## src/hw/rtl/mado_pkg.sv

```systemverilog
package mado_pkg;

  localparam int ADC_FULL   = 4095;
  localparam int SAMPLE_W   = 12;
  localparam int CH_IN_W    = 3;
  localparam int OHMS_W     = 20;
  localparam int SUPPLY_W   = 13;
  localparam int RES_W      = 32;
  localparam int CFG_IDX_W  = 1;
  localparam int CFG_DATA_W = 20;

  localparam logic [OHMS_W-1:0]   FIXED_OHMS_RST = 20'd10000;
  localparam logic [SUPPLY_W-1:0] SUPPLY_MV_RST  = 13'd3300;

  // queue between front and back
  localparam int Q_DEPTH = 2;
  localparam int Q_PW    = $clog2(Q_DEPTH);
  localparam int Q_CW    = $clog2(Q_DEPTH + 1);

  typedef enum logic [CFG_IDX_W-1:0] {
    REG_FIXED_OHMS = 1'b0,
    REG_SUPPLY_MV  = 1'b1
  } reg_idx_e;

  typedef enum logic {
    ACT_PRIME   = 1'b0,
    ACT_MEASURE = 1'b1
  } action_e;

  typedef struct packed {
    logic full;
    logic empty;
  } q_status_t;

  // bits needed for a full window sum
  function automatic int sum_width(input int window);
    return $clog2(ADC_FULL * window + 1);
  endfunction

endpackage

```

## src/hw/rtl/mado_ram.sv

```systemverilog
module mado_ram #(
  parameter int WIDTH = 8,
  parameter int DEPTH = 16,
  localparam int AW = (DEPTH > 1) ? $clog2(DEPTH) : 1
) (
  input  logic             clk_i,
  input  logic             we_i,
  input  logic [AW-1:0]    waddr_i,
  input  logic [WIDTH-1:0] wdata_i,
  input  logic             re_i,
  input  logic [AW-1:0]    raddr_i,
  output logic [WIDTH-1:0] rdata_o
);

  logic [WIDTH-1:0] mem_q [DEPTH];
  logic [WIDTH-1:0] rdata_q;

  always_ff @(posedge clk_i) begin
    if (we_i) begin
      mem_q[waddr_i] <= wdata_i;
    end
    if (re_i) begin
      rdata_q <= mem_q[raddr_i];
    end
  end

  assign rdata_o = rdata_q;

endmodule

```

## src/hw/rtl/mado_queue.sv

```systemverilog
module mado_queue #(
  parameter int W = 8
) (
  input  logic                clk_i,
  input  logic                rst_ni,
  input  logic                push_i,
  input  logic [W-1:0]        pdata_i,
  input  logic                pop_i,
  output logic [W-1:0]        head_o,
  output mado_pkg::q_status_t status_o
);
  import mado_pkg::*;

  logic [W-1:0]    mem_q [Q_DEPTH];
  logic [Q_PW-1:0] wptr_q, rptr_q;
  logic [Q_CW-1:0] cnt_q;

  always_ff @(posedge clk_i or negedge rst_ni) begin
    if (!rst_ni) begin
      wptr_q <= '0;
      rptr_q <= '0;
      cnt_q  <= '0;
    end else begin
      if (push_i) begin
        wptr_q <= Q_PW'(wptr_q + 1'b1);
      end
      if (pop_i) begin
        rptr_q <= Q_PW'(rptr_q + 1'b1);
      end
      if (push_i && !pop_i) begin
        cnt_q <= Q_CW'(cnt_q + 1'b1);
      end else if (pop_i && !push_i) begin
        cnt_q <= Q_CW'(cnt_q - 1'b1);
      end
    end
  end

  always_ff @(posedge clk_i) begin
    if (push_i) begin
      mem_q[wptr_q] <= pdata_i;
    end
  end

  always_comb begin
    head_o         = mem_q[rptr_q];
    status_o.full  = (cnt_q == Q_CW'(Q_DEPTH));
    status_o.empty = (cnt_q == '0);
  end

  a_no_push_full: assert property (@(posedge clk_i) disable iff (!rst_ni)
    push_i |-> !status_o.full) else $error("push into full queue");
  a_no_pop_empty: assert property (@(posedge clk_i) disable iff (!rst_ni)
    pop_i |-> !status_o.empty) else $error("pop from empty queue");
  a_cnt_range: assert property (@(posedge clk_i) disable iff (!rst_ni)
    cnt_q <= Q_CW'(Q_DEPTH)) else $error("queue count out of range");

endmodule

```

## src/hw/rtl/mado_front.sv

```systemverilog
module mado_front #(
  parameter int CHANNELS = 8,
  parameter int WINDOW = 16,
  localparam int SUM_W = mado_pkg::sum_width(WINDOW),
  localparam int CH_AW = (CHANNELS > 1) ? $clog2(CHANNELS) : 1,
  localparam int ENT_W = CH_AW + SUM_W
) (
  input  logic                           clk_i,
  input  logic                           rst_ni,
  input  logic                           in_valid_i,
  output logic                           in_stall_o,
  input  logic                           action_i,
  input  logic [mado_pkg::CH_IN_W-1:0]   channel_i,
  input  logic [mado_pkg::SAMPLE_W-1:0]  sample_i,
  output logic                           push_o,
  output logic [ENT_W-1:0]               push_data_o,
  input  mado_pkg::q_status_t            q_status_i
);
  import mado_pkg::*;

  localparam int SL_W = (WINDOW > 1) ? $clog2(WINDOW) : 1;
  localparam int SA_W = (CHANNELS * WINDOW > 1) ? $clog2(CHANNELS * WINDOW) : 1;
  localparam int CS_W = 1 + SL_W + SUM_W;

  typedef struct packed {
    logic             wrapped;
    logic [SL_W-1:0]  slot;
    logic [SUM_W-1:0] sum;
  } ch_state_t;

  typedef enum logic [1:0] {
    F_IDLE,
    F_RD,
    F_UPD
  } fstate_e;

  fstate_e              state_q, state_d;
  logic [CHANNELS-1:0]  ch_vld_q;
  action_e              act_q;
  logic [CH_AW-1:0]     ch_q;
  logic [SAMPLE_W-1:0]  smp_q;
  logic [SL_W-1:0]      slot_q;
  logic                 wrap_q;
  logic [SUM_W-1:0]     sum_q;
  logic [SA_W-1:0]      sa_q, sa_d;

  logic                 accept, upd_go, last;
  logic [CS_W-1:0]      cs_raw;
  ch_state_t            cs_rd, cs_wdata;
  logic [SAMPLE_W-1:0]  s_rdata, old_smp;
  logic [SUM_W-1:0]     new_sum;

  always_comb begin
    in_stall_o = (state_q != F_IDLE);
    accept     = in_valid_i && (state_q == F_IDLE) && (int'(channel_i) < CHANNELS);
    // an entry never written reads as the reset value
    cs_rd      = ch_vld_q[ch_q] ? ch_state_t'(cs_raw) : '0;
    sa_d       = SA_W'(SA_W'(ch_q) * SA_W'(WINDOW) + SA_W'(cs_rd.slot));
    // before the first wrap the slot being replaced still holds zero
    old_smp    = wrap_q ? s_rdata : '0;
    new_sum    = SUM_W'(sum_q - SUM_W'(old_smp) + SUM_W'(smp_q));
    last       = (slot_q == SL_W'(WINDOW - 1));
    upd_go     = (state_q == F_UPD) && ((act_q != ACT_MEASURE) || !q_status_i.full);
    cs_wdata.wrapped = wrap_q | last;
    cs_wdata.slot    = last ? '0 : SL_W'(slot_q + 1'b1);
    cs_wdata.sum     = new_sum;
    push_o      = upd_go && (act_q == ACT_MEASURE);
    push_data_o = {ch_q, new_sum};

    state_d = state_q;
    case (state_q)
      F_IDLE: begin
        if (accept) begin
          state_d = F_RD;
        end
      end
      F_RD: state_d = F_UPD;
      F_UPD: begin
        if (upd_go) begin
          state_d = F_IDLE;
        end
      end
      default: state_d = F_IDLE;
    endcase
  end

  always_ff @(posedge clk_i or negedge rst_ni) begin
    if (!rst_ni) begin
      state_q  <= F_IDLE;
      ch_vld_q <= '0;
    end else begin
      state_q <= state_d;
      if (upd_go) begin
        ch_vld_q[ch_q] <= 1'b1;
      end
    end
  end

  always_ff @(posedge clk_i) begin
    if (accept) begin
      act_q <= action_e'(action_i);
      ch_q  <= CH_AW'(channel_i);
      smp_q <= sample_i;
    end
    if (state_q == F_RD) begin
      slot_q <= cs_rd.slot;
      wrap_q <= cs_rd.wrapped;
      sum_q  <= cs_rd.sum;
      sa_q   <= sa_d;
    end
  end

  mado_ram #(
    .WIDTH(CS_W),
    .DEPTH(CHANNELS)
  ) u_ch_ram (
    .clk_i  (clk_i),
    .we_i   (upd_go),
    .waddr_i(ch_q),
    .wdata_i(cs_wdata),
    .re_i   (accept),
    .raddr_i(CH_AW'(channel_i)),
    .rdata_o(cs_raw)
  );

  mado_ram #(
    .WIDTH(SAMPLE_W),
    .DEPTH(CHANNELS * WINDOW)
  ) u_smp_ram (
    .clk_i  (clk_i),
    .we_i   (upd_go),
    .waddr_i(sa_q),
    .wdata_i(smp_q),
    .re_i   (state_q == F_RD),
    .raddr_i(sa_d),
    .rdata_o(s_rdata)
  );

endmodule

```

## src/hw/rtl/mado_back.sv

```systemverilog
module mado_back #(
  parameter int CHANNELS = 8,
  parameter int WINDOW = 16,
  localparam int SUM_W = mado_pkg::sum_width(WINDOW),
  localparam int CH_AW = (CHANNELS > 1) ? $clog2(CHANNELS) : 1,
  localparam int ENT_W = CH_AW + SUM_W
) (
  input  logic                           clk_i,
  input  logic                           rst_ni,
  input  logic [ENT_W-1:0]               head_i,
  input  mado_pkg::q_status_t            q_status_i,
  output logic                           pop_o,
  input  logic [mado_pkg::OHMS_W-1:0]    fixed_ohms_i,
  input  logic [mado_pkg::SUPPLY_W-1:0]  supply_mv_i,
  output logic                           out_valid_o,
  input  logic                           out_stall_i,
  output logic [mado_pkg::CH_IN_W-1:0]   out_channel_o,
  output logic [mado_pkg::RES_W-1:0]     resistance_ohms_o,
  output logic                           open_circuit_o,
  output logic                           saturated_o
);
  import mado_pkg::*;

  localparam int FULL_SUM = ADC_FULL * WINDOW;
  localparam int PROD_W   = SUPPLY_W + SUM_W;
  localparam int NUM_W    = OHMS_W + SUM_W;
  localparam int NUMX_W   = (NUM_W > RES_W) ? NUM_W : RES_W + 1;
  localparam int HI_W     = (NUMX_W - RES_W > SUM_W) ? NUMX_W - RES_W : SUM_W;
  localparam int CNT_W    = $clog2(RES_W);

  typedef enum logic [2:0] {
    B_IDLE,
    B_MUL,
    B_CHK,
    B_DIV,
    B_OUT
  } bstate_e;

  bstate_e            state_q;
  logic [CNT_W-1:0]   cnt_q;
  logic [CH_AW-1:0]   ch_q;
  logic [SUM_W-1:0]   sum_q;
  logic               open_q, sat_q;
  logic [NUMX_W-1:0]  num_q;
  logic [SUM_W-1:0]   rem_q;
  logic [RES_W-1:0]   quo_q;

  logic [PROD_W-1:0]  prod;
  logic               is_open, too_big, ge;
  logic [NUMX_W-1:0]  num;
  logic [HI_W-1:0]    hi;
  logic [SUM_W:0]     trial, diff;

  always_comb begin
    pop_o   = (state_q == B_IDLE) && !q_status_i.empty;
    prod    = PROD_W'(supply_mv_i) * PROD_W'(sum_q);
    is_open = prod < PROD_W'(FULL_SUM);
    num     = NUMX_W'(fixed_ohms_i) * NUMX_W'(SUM_W'(FULL_SUM) - sum_q);
    // quotient overflows exactly when the bits above the result reach the divisor
    hi      = HI_W'(num_q[NUMX_W-1:RES_W]);
    too_big = hi >= HI_W'(sum_q);
    trial   = {rem_q, quo_q[RES_W-1]};
    ge      = trial >= {1'b0, sum_q};
    diff    = trial - {1'b0, sum_q};

    out_valid_o       = (state_q == B_OUT);
    out_channel_o     = CH_IN_W'(ch_q);
    resistance_ohms_o = quo_q;
    open_circuit_o    = open_q;
    saturated_o       = sat_q;
  end

  always_ff @(posedge clk_i or negedge rst_ni) begin
    if (!rst_ni) begin
      state_q <= B_IDLE;
      cnt_q   <= '0;
    end else begin
      case (state_q)
        B_IDLE: begin
          if (pop_o) begin
            state_q <= B_MUL;
          end
        end
        B_MUL: state_q <= B_CHK;
        B_CHK: begin
          cnt_q <= '0;
          if (open_q || too_big) begin
            state_q <= B_OUT;
          end else begin
            state_q <= B_DIV;
          end
        end
        B_DIV: begin
          cnt_q <= CNT_W'(cnt_q + 1'b1);
          if (cnt_q == CNT_W'(RES_W - 1)) begin
            state_q <= B_OUT;
          end
        end
        B_OUT: begin
          if (!out_stall_i) begin
            state_q <= B_IDLE;
          end
        end
        default: state_q <= B_IDLE;
      endcase
    end
  end

  always_ff @(posedge clk_i) begin
    case (state_q)
      B_IDLE: begin
        if (pop_o) begin
          ch_q  <= head_i[ENT_W-1:SUM_W];
          sum_q <= head_i[SUM_W-1:0];
        end
      end
      B_MUL: begin
        open_q <= is_open;
        num_q  <= num;
      end
      B_CHK: begin
        if (open_q || too_big) begin
          quo_q <= '1;
          sat_q <= 1'b1;
        end else begin
          rem_q <= SUM_W'(hi);
          quo_q <= num_q[RES_W-1:0];
          sat_q <= 1'b0;
        end
      end
      B_DIV: begin
        // restoring step: shift in one dividend bit, subtract if it fits
        rem_q <= ge ? diff[SUM_W-1:0] : trial[SUM_W-1:0];
        quo_q <= {quo_q[RES_W-2:0], ge};
      end
      default: begin
      end
    endcase
  end

  a_open_clamps: assert property (@(posedge clk_i) disable iff (!rst_ni)
    out_valid_o && open_circuit_o |-> saturated_o && (&resistance_ohms_o))
    else $error("open circuit result not clamped");
  a_rem_bound: assert property (@(posedge clk_i) disable iff (!rst_ni)
    state_q == B_DIV |-> rem_q < sum_q)
    else $error("division remainder escaped divisor");
  a_plain_from_div: assert property (@(posedge clk_i) disable iff (!rst_ni)
    $rose(out_valid_o) && !saturated_o |-> $past(state_q) == B_DIV)
    else $error("unclamped result without division");

endmodule

```

## src/hw/rtl/multichannel_average_divider_ohms.sv

```systemverilog
// Moving-average divider resistance meter.
// Input channel (in_valid_i / in_stall_o): action, channel, sample. Every
// transfer with a channel in range replaces the oldest sample of that
// channel's ring and updates its running sum; a prime item stops there, a
// measure item also yields one result. Channels out of range are dropped.
// Output channel (out_valid_o / out_stall_i): channel, resistance
// fixed_ohms*(4095*WINDOW-sum)/sum in ohms, open-circuit and saturation flags.
// The front handles each item as a channel state read, a ring read and a ring
// write, and takes no new item before that write; a queue of two measure
// entries sits before the back end. The back end runs setup (pop, multiply,
// check) and a 32-step restoring divider, one quotient bit per cycle, and pops
// no new entry until its result is taken; clamped results skip the divider.
// Config writes (cfg_we_i) must go in only while idle; the block does not
// enforce it. Reset clears all control state at once: each channel carries a
// valid bit and a wrap flag, so unwritten ring slots read as zero and no
// clearing pass is run. A stalled result holds in the output register while
// the front keeps taking items until the queue fills; then in_stall_o stays high.
module multichannel_average_divider_ohms #(
  parameter int CHANNELS = 8,
  parameter int WINDOW = 16
) (
  input  logic                             clk_i,
  input  logic                             rst_ni,
  input  logic                             cfg_we_i,
  input  logic [mado_pkg::CFG_IDX_W-1:0]   cfg_idx_i,
  input  logic [mado_pkg::CFG_DATA_W-1:0]  cfg_wdata_i,
  input  logic                             in_valid_i,
  output logic                             in_stall_o,
  input  logic                             action_i,
  input  logic [mado_pkg::CH_IN_W-1:0]     channel_i,
  input  logic [mado_pkg::SAMPLE_W-1:0]    sample_i,
  output logic                             out_valid_o,
  input  logic                             out_stall_i,
  output logic [mado_pkg::CH_IN_W-1:0]     out_channel_o,
  output logic [mado_pkg::RES_W-1:0]       resistance_ohms_o,
  output logic                             open_circuit_o,
  output logic                             saturated_o
);
  import mado_pkg::*;

  localparam int SUM_W = sum_width(WINDOW);
  localparam int CH_AW = (CHANNELS > 1) ? $clog2(CHANNELS) : 1;
  localparam int ENT_W = CH_AW + SUM_W;

  logic [OHMS_W-1:0]   fixed_ohms_q;
  logic [SUPPLY_W-1:0] supply_mv_q;
  logic                push, pop;
  logic [ENT_W-1:0]    push_data, head;
  q_status_t           q_status;

  always_ff @(posedge clk_i or negedge rst_ni) begin
    if (!rst_ni) begin
      fixed_ohms_q <= FIXED_OHMS_RST;
      supply_mv_q  <= SUPPLY_MV_RST;
    end else if (cfg_we_i) begin
      case (reg_idx_e'(cfg_idx_i))
        REG_FIXED_OHMS: fixed_ohms_q <= cfg_wdata_i[OHMS_W-1:0];
        REG_SUPPLY_MV:  supply_mv_q  <= cfg_wdata_i[SUPPLY_W-1:0];
        default: begin
        end
      endcase
    end
  end

  mado_front #(
    .CHANNELS(CHANNELS),
    .WINDOW  (WINDOW)
  ) u_front (
    .clk_i      (clk_i),
    .rst_ni     (rst_ni),
    .in_valid_i (in_valid_i),
    .in_stall_o (in_stall_o),
    .action_i   (action_i),
    .channel_i  (channel_i),
    .sample_i   (sample_i),
    .push_o     (push),
    .push_data_o(push_data),
    .q_status_i (q_status)
  );

  mado_queue #(
    .W(ENT_W)
  ) u_queue (
    .clk_i   (clk_i),
    .rst_ni  (rst_ni),
    .push_i  (push),
    .pdata_i (push_data),
    .pop_i   (pop),
    .head_o  (head),
    .status_o(q_status)
  );

  mado_back #(
    .CHANNELS(CHANNELS),
    .WINDOW  (WINDOW)
  ) u_back (
    .clk_i            (clk_i),
    .rst_ni           (rst_ni),
    .head_i           (head),
    .q_status_i       (q_status),
    .pop_o            (pop),
    .fixed_ohms_i     (fixed_ohms_q),
    .supply_mv_i      (supply_mv_q),
    .out_valid_o      (out_valid_o),
    .out_stall_i      (out_stall_i),
    .out_channel_o    (out_channel_o),
    .resistance_ohms_o(resistance_ohms_o),
    .open_circuit_o   (open_circuit_o),
    .saturated_o      (saturated_o)
  );

endmodule

```

## config.mk

```make
export PLATFORM = sky130hd
export DESIGN_NAME = multichannel_average_divider_ohms
export DESIGN_NICKNAME = d
export VERILOG_FILES = /design/src/hw/rtl/mado_pkg.sv /design/src/hw/rtl/mado_ram.sv /design/src/hw/rtl/mado_queue.sv /design/src/hw/rtl/mado_front.sv /design/src/hw/rtl/mado_back.sv /design/src/hw/rtl/multichannel_average_divider_ohms.sv
export SDC_FILE = /design/constraint.sdc
export NUM_CORES = 2
export LEC_CHECK = 0
export ABC_AREA = 1
export BUFFER_PORTS_ARGS = -buffer_cell sky130_fd_sc_hd__buf_2
export CAP_MARGIN = 20
export CORE_UTILIZATION = 25
export DETAILED_ROUTE_END_ITERATION = 16
export GPL_ROUTABILITY_DRIVEN = 1
export SYNTH_ARGS = -nofsm -noshare
export SYNTH_HDL_FRONTEND = slang
export SYNTH_SLANG_ARGS = --single-unit
```

## constraint.sdc

```tcl
create_clock -name clk_i -period 14.98 [get_ports clk_i]
set_input_delay 2.996 -clock clk_i [delete_from_list [all_inputs] [get_ports clk_i]]
set_output_delay 2.996 -clock clk_i [all_outputs]
set_load 0.02 [all_outputs]
```

==> metrics.md <==
| Metric | Value |
|---|---|
| Crit Reg-Reg Endpoint | `u_back.num_q[35]` |
| DR WL/cell | `just under 20 um` |
| Clock sink count | `1975` |
| Gr usage total | `13.3%` |
| Worst path required time | `15.54 ns` |
| Setup violations, final | `0` |
| Worst Hold End | `u_front.ch_vld_q[6]` |
| GR Layer Usage met3 | `2.14%` |
| Die height | `630 um` |
| Detailed Routing Iterations Pass 1 | `6` |
| Layout Cells excl Fill | `14000` |
| Hold Crit Depth | `2` |
| Largest net degree at the start of global routing | `188` |
| Ys Warns | `0` |
| Chip width | `630 um` |
| Vias in the first global route | `63300` |
| Post-synthesis register bit count | `slightly below 2000` |
| H-tree Lvls | `4` |
| Relative slew margins | `24.6%` |
| Core area | `392000 um^2` |
| Worst slew pin tran | `about 1.1 ns` |
| Post-Synthesis Cells | `8627` |
| Initial antenna violation count | `6` |
| Cells after DPL | `roughly 14000` |
| Fin Clk Skew | `0.0864 ns` |
| Worst path max stage delay | `0.66 ns` |
| Clk slew on worst S/H paths | `approximately 0.07 ns` |
| Sequential share of the synthesized area | `roughly 60%` |
| Leading cell types in the layout, fill and taps excluded | `edfxtp_1, nor2_1, o21ai_0` |
| Root Buffer | `clkbuf_16` |
| Min-delay src | `u_front.ch_vld_q[6]` |
| Overflow after GRT | `0` |
| Minimum clock period | `8.83 ns` |
| R2r worst-path depth | `29` |
| Final hold vios | `0` |
| DRC | `0` |
| Crit path max-delay family | `adder cells` |
| Clock Latency Late Sink | `0.88 ns` |
| Worst hold slack | `roughly 0.46 ns` |
| Primary FF master, synth | `edfxtp_1` |
| WP buf/inv | `6` |
| Most common cell after layout, fill and taps aside | `edfxtp_1` |
| Top cell type's share of synthesized area | `58.5%` |
| Number of buffers created by CTS | `192` |
| Final net count | `9408` |
| Status | `complete, no violations` |
| Busiest metal layer after global routing | `met2` |
| Post-synth EDFFs | `1920` |
| Top cells by area, synth | `edfxtp_1, fa_1, nor2_1` |
| Final core occ | `between 20 and 30%` |
| Clock Tree Buf Depth | `4` |
| GR Util met2 | `21.6%` |
| Final Max Tran Viols | `0` |
| ANT nets after route | `0` |
| Fmax | `113 MHz` |
| TritonCTS clock tree | `done` |
| Area grow syn2layout | `13.2%` |
| Final cycle utilization of the critical path | `around three fifths` |
| Initial drt markers | `7209` |
| IO buf count | `80` |
| Routability cong. | `0.883` |
| Worst path arrival time | `9.39 ns` |
| CP max-delay cell | `edfxtp_1` |
| Max-cap violations | `0` |
| Syn Nets | `about 9400` |
| Worst setup path class | `reg2reg` |
| Setup TNS | `0 ns` |
| Post-CTS sizing | `0` |
| Mapped Area | `slightly below 100000 um^2` |
| Most used cell, CP | `fa_1` |
| Vias per Instance | `4.67` |
| Ratio of cells with drive above 1 in the final layout | `7.21%` |
| GR Util met1 | `18.1%` |
| Post-CTS Setup Inserts | `0` |
| Avg Cell Area, Syn | `11.4 um^2` |
| Hold crit path type | `reg2reg` |
| Post-Route WL | `273 mm` |
| Synth area leader | `edfxtp_1` |
| Hold buffer count at cts | `0` |
| CP Capture Type | `flip-flop` |
| Row cnt | `230` |
| Vias after detailed routing | `around 65000` |
| RSZ-0062 raised after global routing | `no` |
| Starting Density | `25.1%` |
| Critical path peak fanout | `15` |
| Startpoint Class | `flip-flop` |
| Count of different cell masters after synthesis | `45` |
| Reg2Reg Launch Point | `u_back.sum_q[1]` |
| Synth async-reset ratio | `2.78%` |
| Worst reg2reg setup slack | `6.15 ns` |
| Global-route wire length before repair | `between 400 and 500 mm` |
| Post-DP HPWL | `168 mm` |
| IO Count | `81` |
| Die area | `396000 um^2` |
cells by family (layout without fill, tap and decap cells):
logic type               after synthesis  after routing  share of synthesized area, %
AND/OR/NAND/NOR                     2550           2550                          10.0
other                                  0              1                             0
flip-flops                          1975           1975                          59.9
XOR/XNOR                              94             94                         0.836
AO/OA/AOI/OAI                       1838           1838                          10.3
adder cells (fa/ha/maj)              722            722                          13.2
buffers and inverters               1448           1618                          5.78
stage by stage:
step | setup WS (ns) | area [um^2]
6_report | 6.15 | 111000
3_5_place_dp | 6.08 | 105000
3_3_place_gp | 6.18 | 105000
5_1_grt | 5.65 | 111000
4_1_cts | 6.10 | 111000
2_1_floorplan | 7.12 | 98500
Yosys cell counts (63+ instances only):
library cell / number
a21oi_1: 134
buf_2: 123
clkbuf_1: 341
edfxtp_1: 1920
fa_1: 525
ha_1: 197
inv_1: 942
nand2_1: 887
nor2_1: 1517
o21ai_0: 1051
o21ai_1: 78
o22ai_1: 447
xor2_1: 63
tightest hold or removal path, delay by kind of cell (launching register included):
kind,cells,cell delay (ns)
flip-flops,1,0.32
AO/OA/AOI/OAI,1,0.06
buffers and inverters,1,0.04
worst max path at each step:
stage,startpoint,to,slack (ns),cells after the start
after floorplan,u_back.sum_q[0],u_back.num_q[33],7.12,41
after detailed placement,u_back.sum_q[1],u_back.num_q[35],6.08,29
final,u_back.sum_q[1],u_back.num_q[35],6.15,29
after CTS,u_back.sum_q[0],u_back.num_q[35],6.10,30
after global routing,u_back.sum_q[0],u_back.num_q[33],5.65,39
after global placement,u_back.sum_q[0],u_back.num_q[35],6.18,30
metal layers:
layer  wire, um  up-vias
met2     127000     2689
met5         13        -
li1           -    29500
met4       8960        2
met1     116000    32700
met3      21400      469
sequential cells by signal, summed over array words and instances, names as in the netlist, 3 cells and up:
signal                     count
u_front.u_ch_ram.mem_q       168
u_front.ch_vld_q               8
u_front.u_ch_ram.rdata_o      21
u_back.sum_q                  16
fixed_ohms_q                  20
u_queue.mem_q                 38
u_back.state_q                 3
u_back.num_q                  36
u_front.u_smp_ram.rdata_o     12
u_front.u_smp_ram.mem_q     1536
u_back.out_channel_o           3
u_back.rem_q                  16
u_front.smp_q                 12
u_front.sum_q                 16
u_front.ch_q                   3
supply_mv_q                   13
u_front.sa_q                   7
u_back.cnt_q                   5
u_back.resistance_ohms_o      32
area by class of cell:
class                   instances  area (um^2)
fillers                     40200       281000
flip-flops and latches       1975        59000
multi-input cells            5204        33900
well taps                    5220         6530
clock buffers                 242         5130
inverters                     959         3630
repair buffers                312         2260
clock inverters               105          966
diodes                          1         2.50
Power is left out: the tool's default activity adds up to more than one toggle a clock period on the data nets, which glitch-free logic cannot reach.
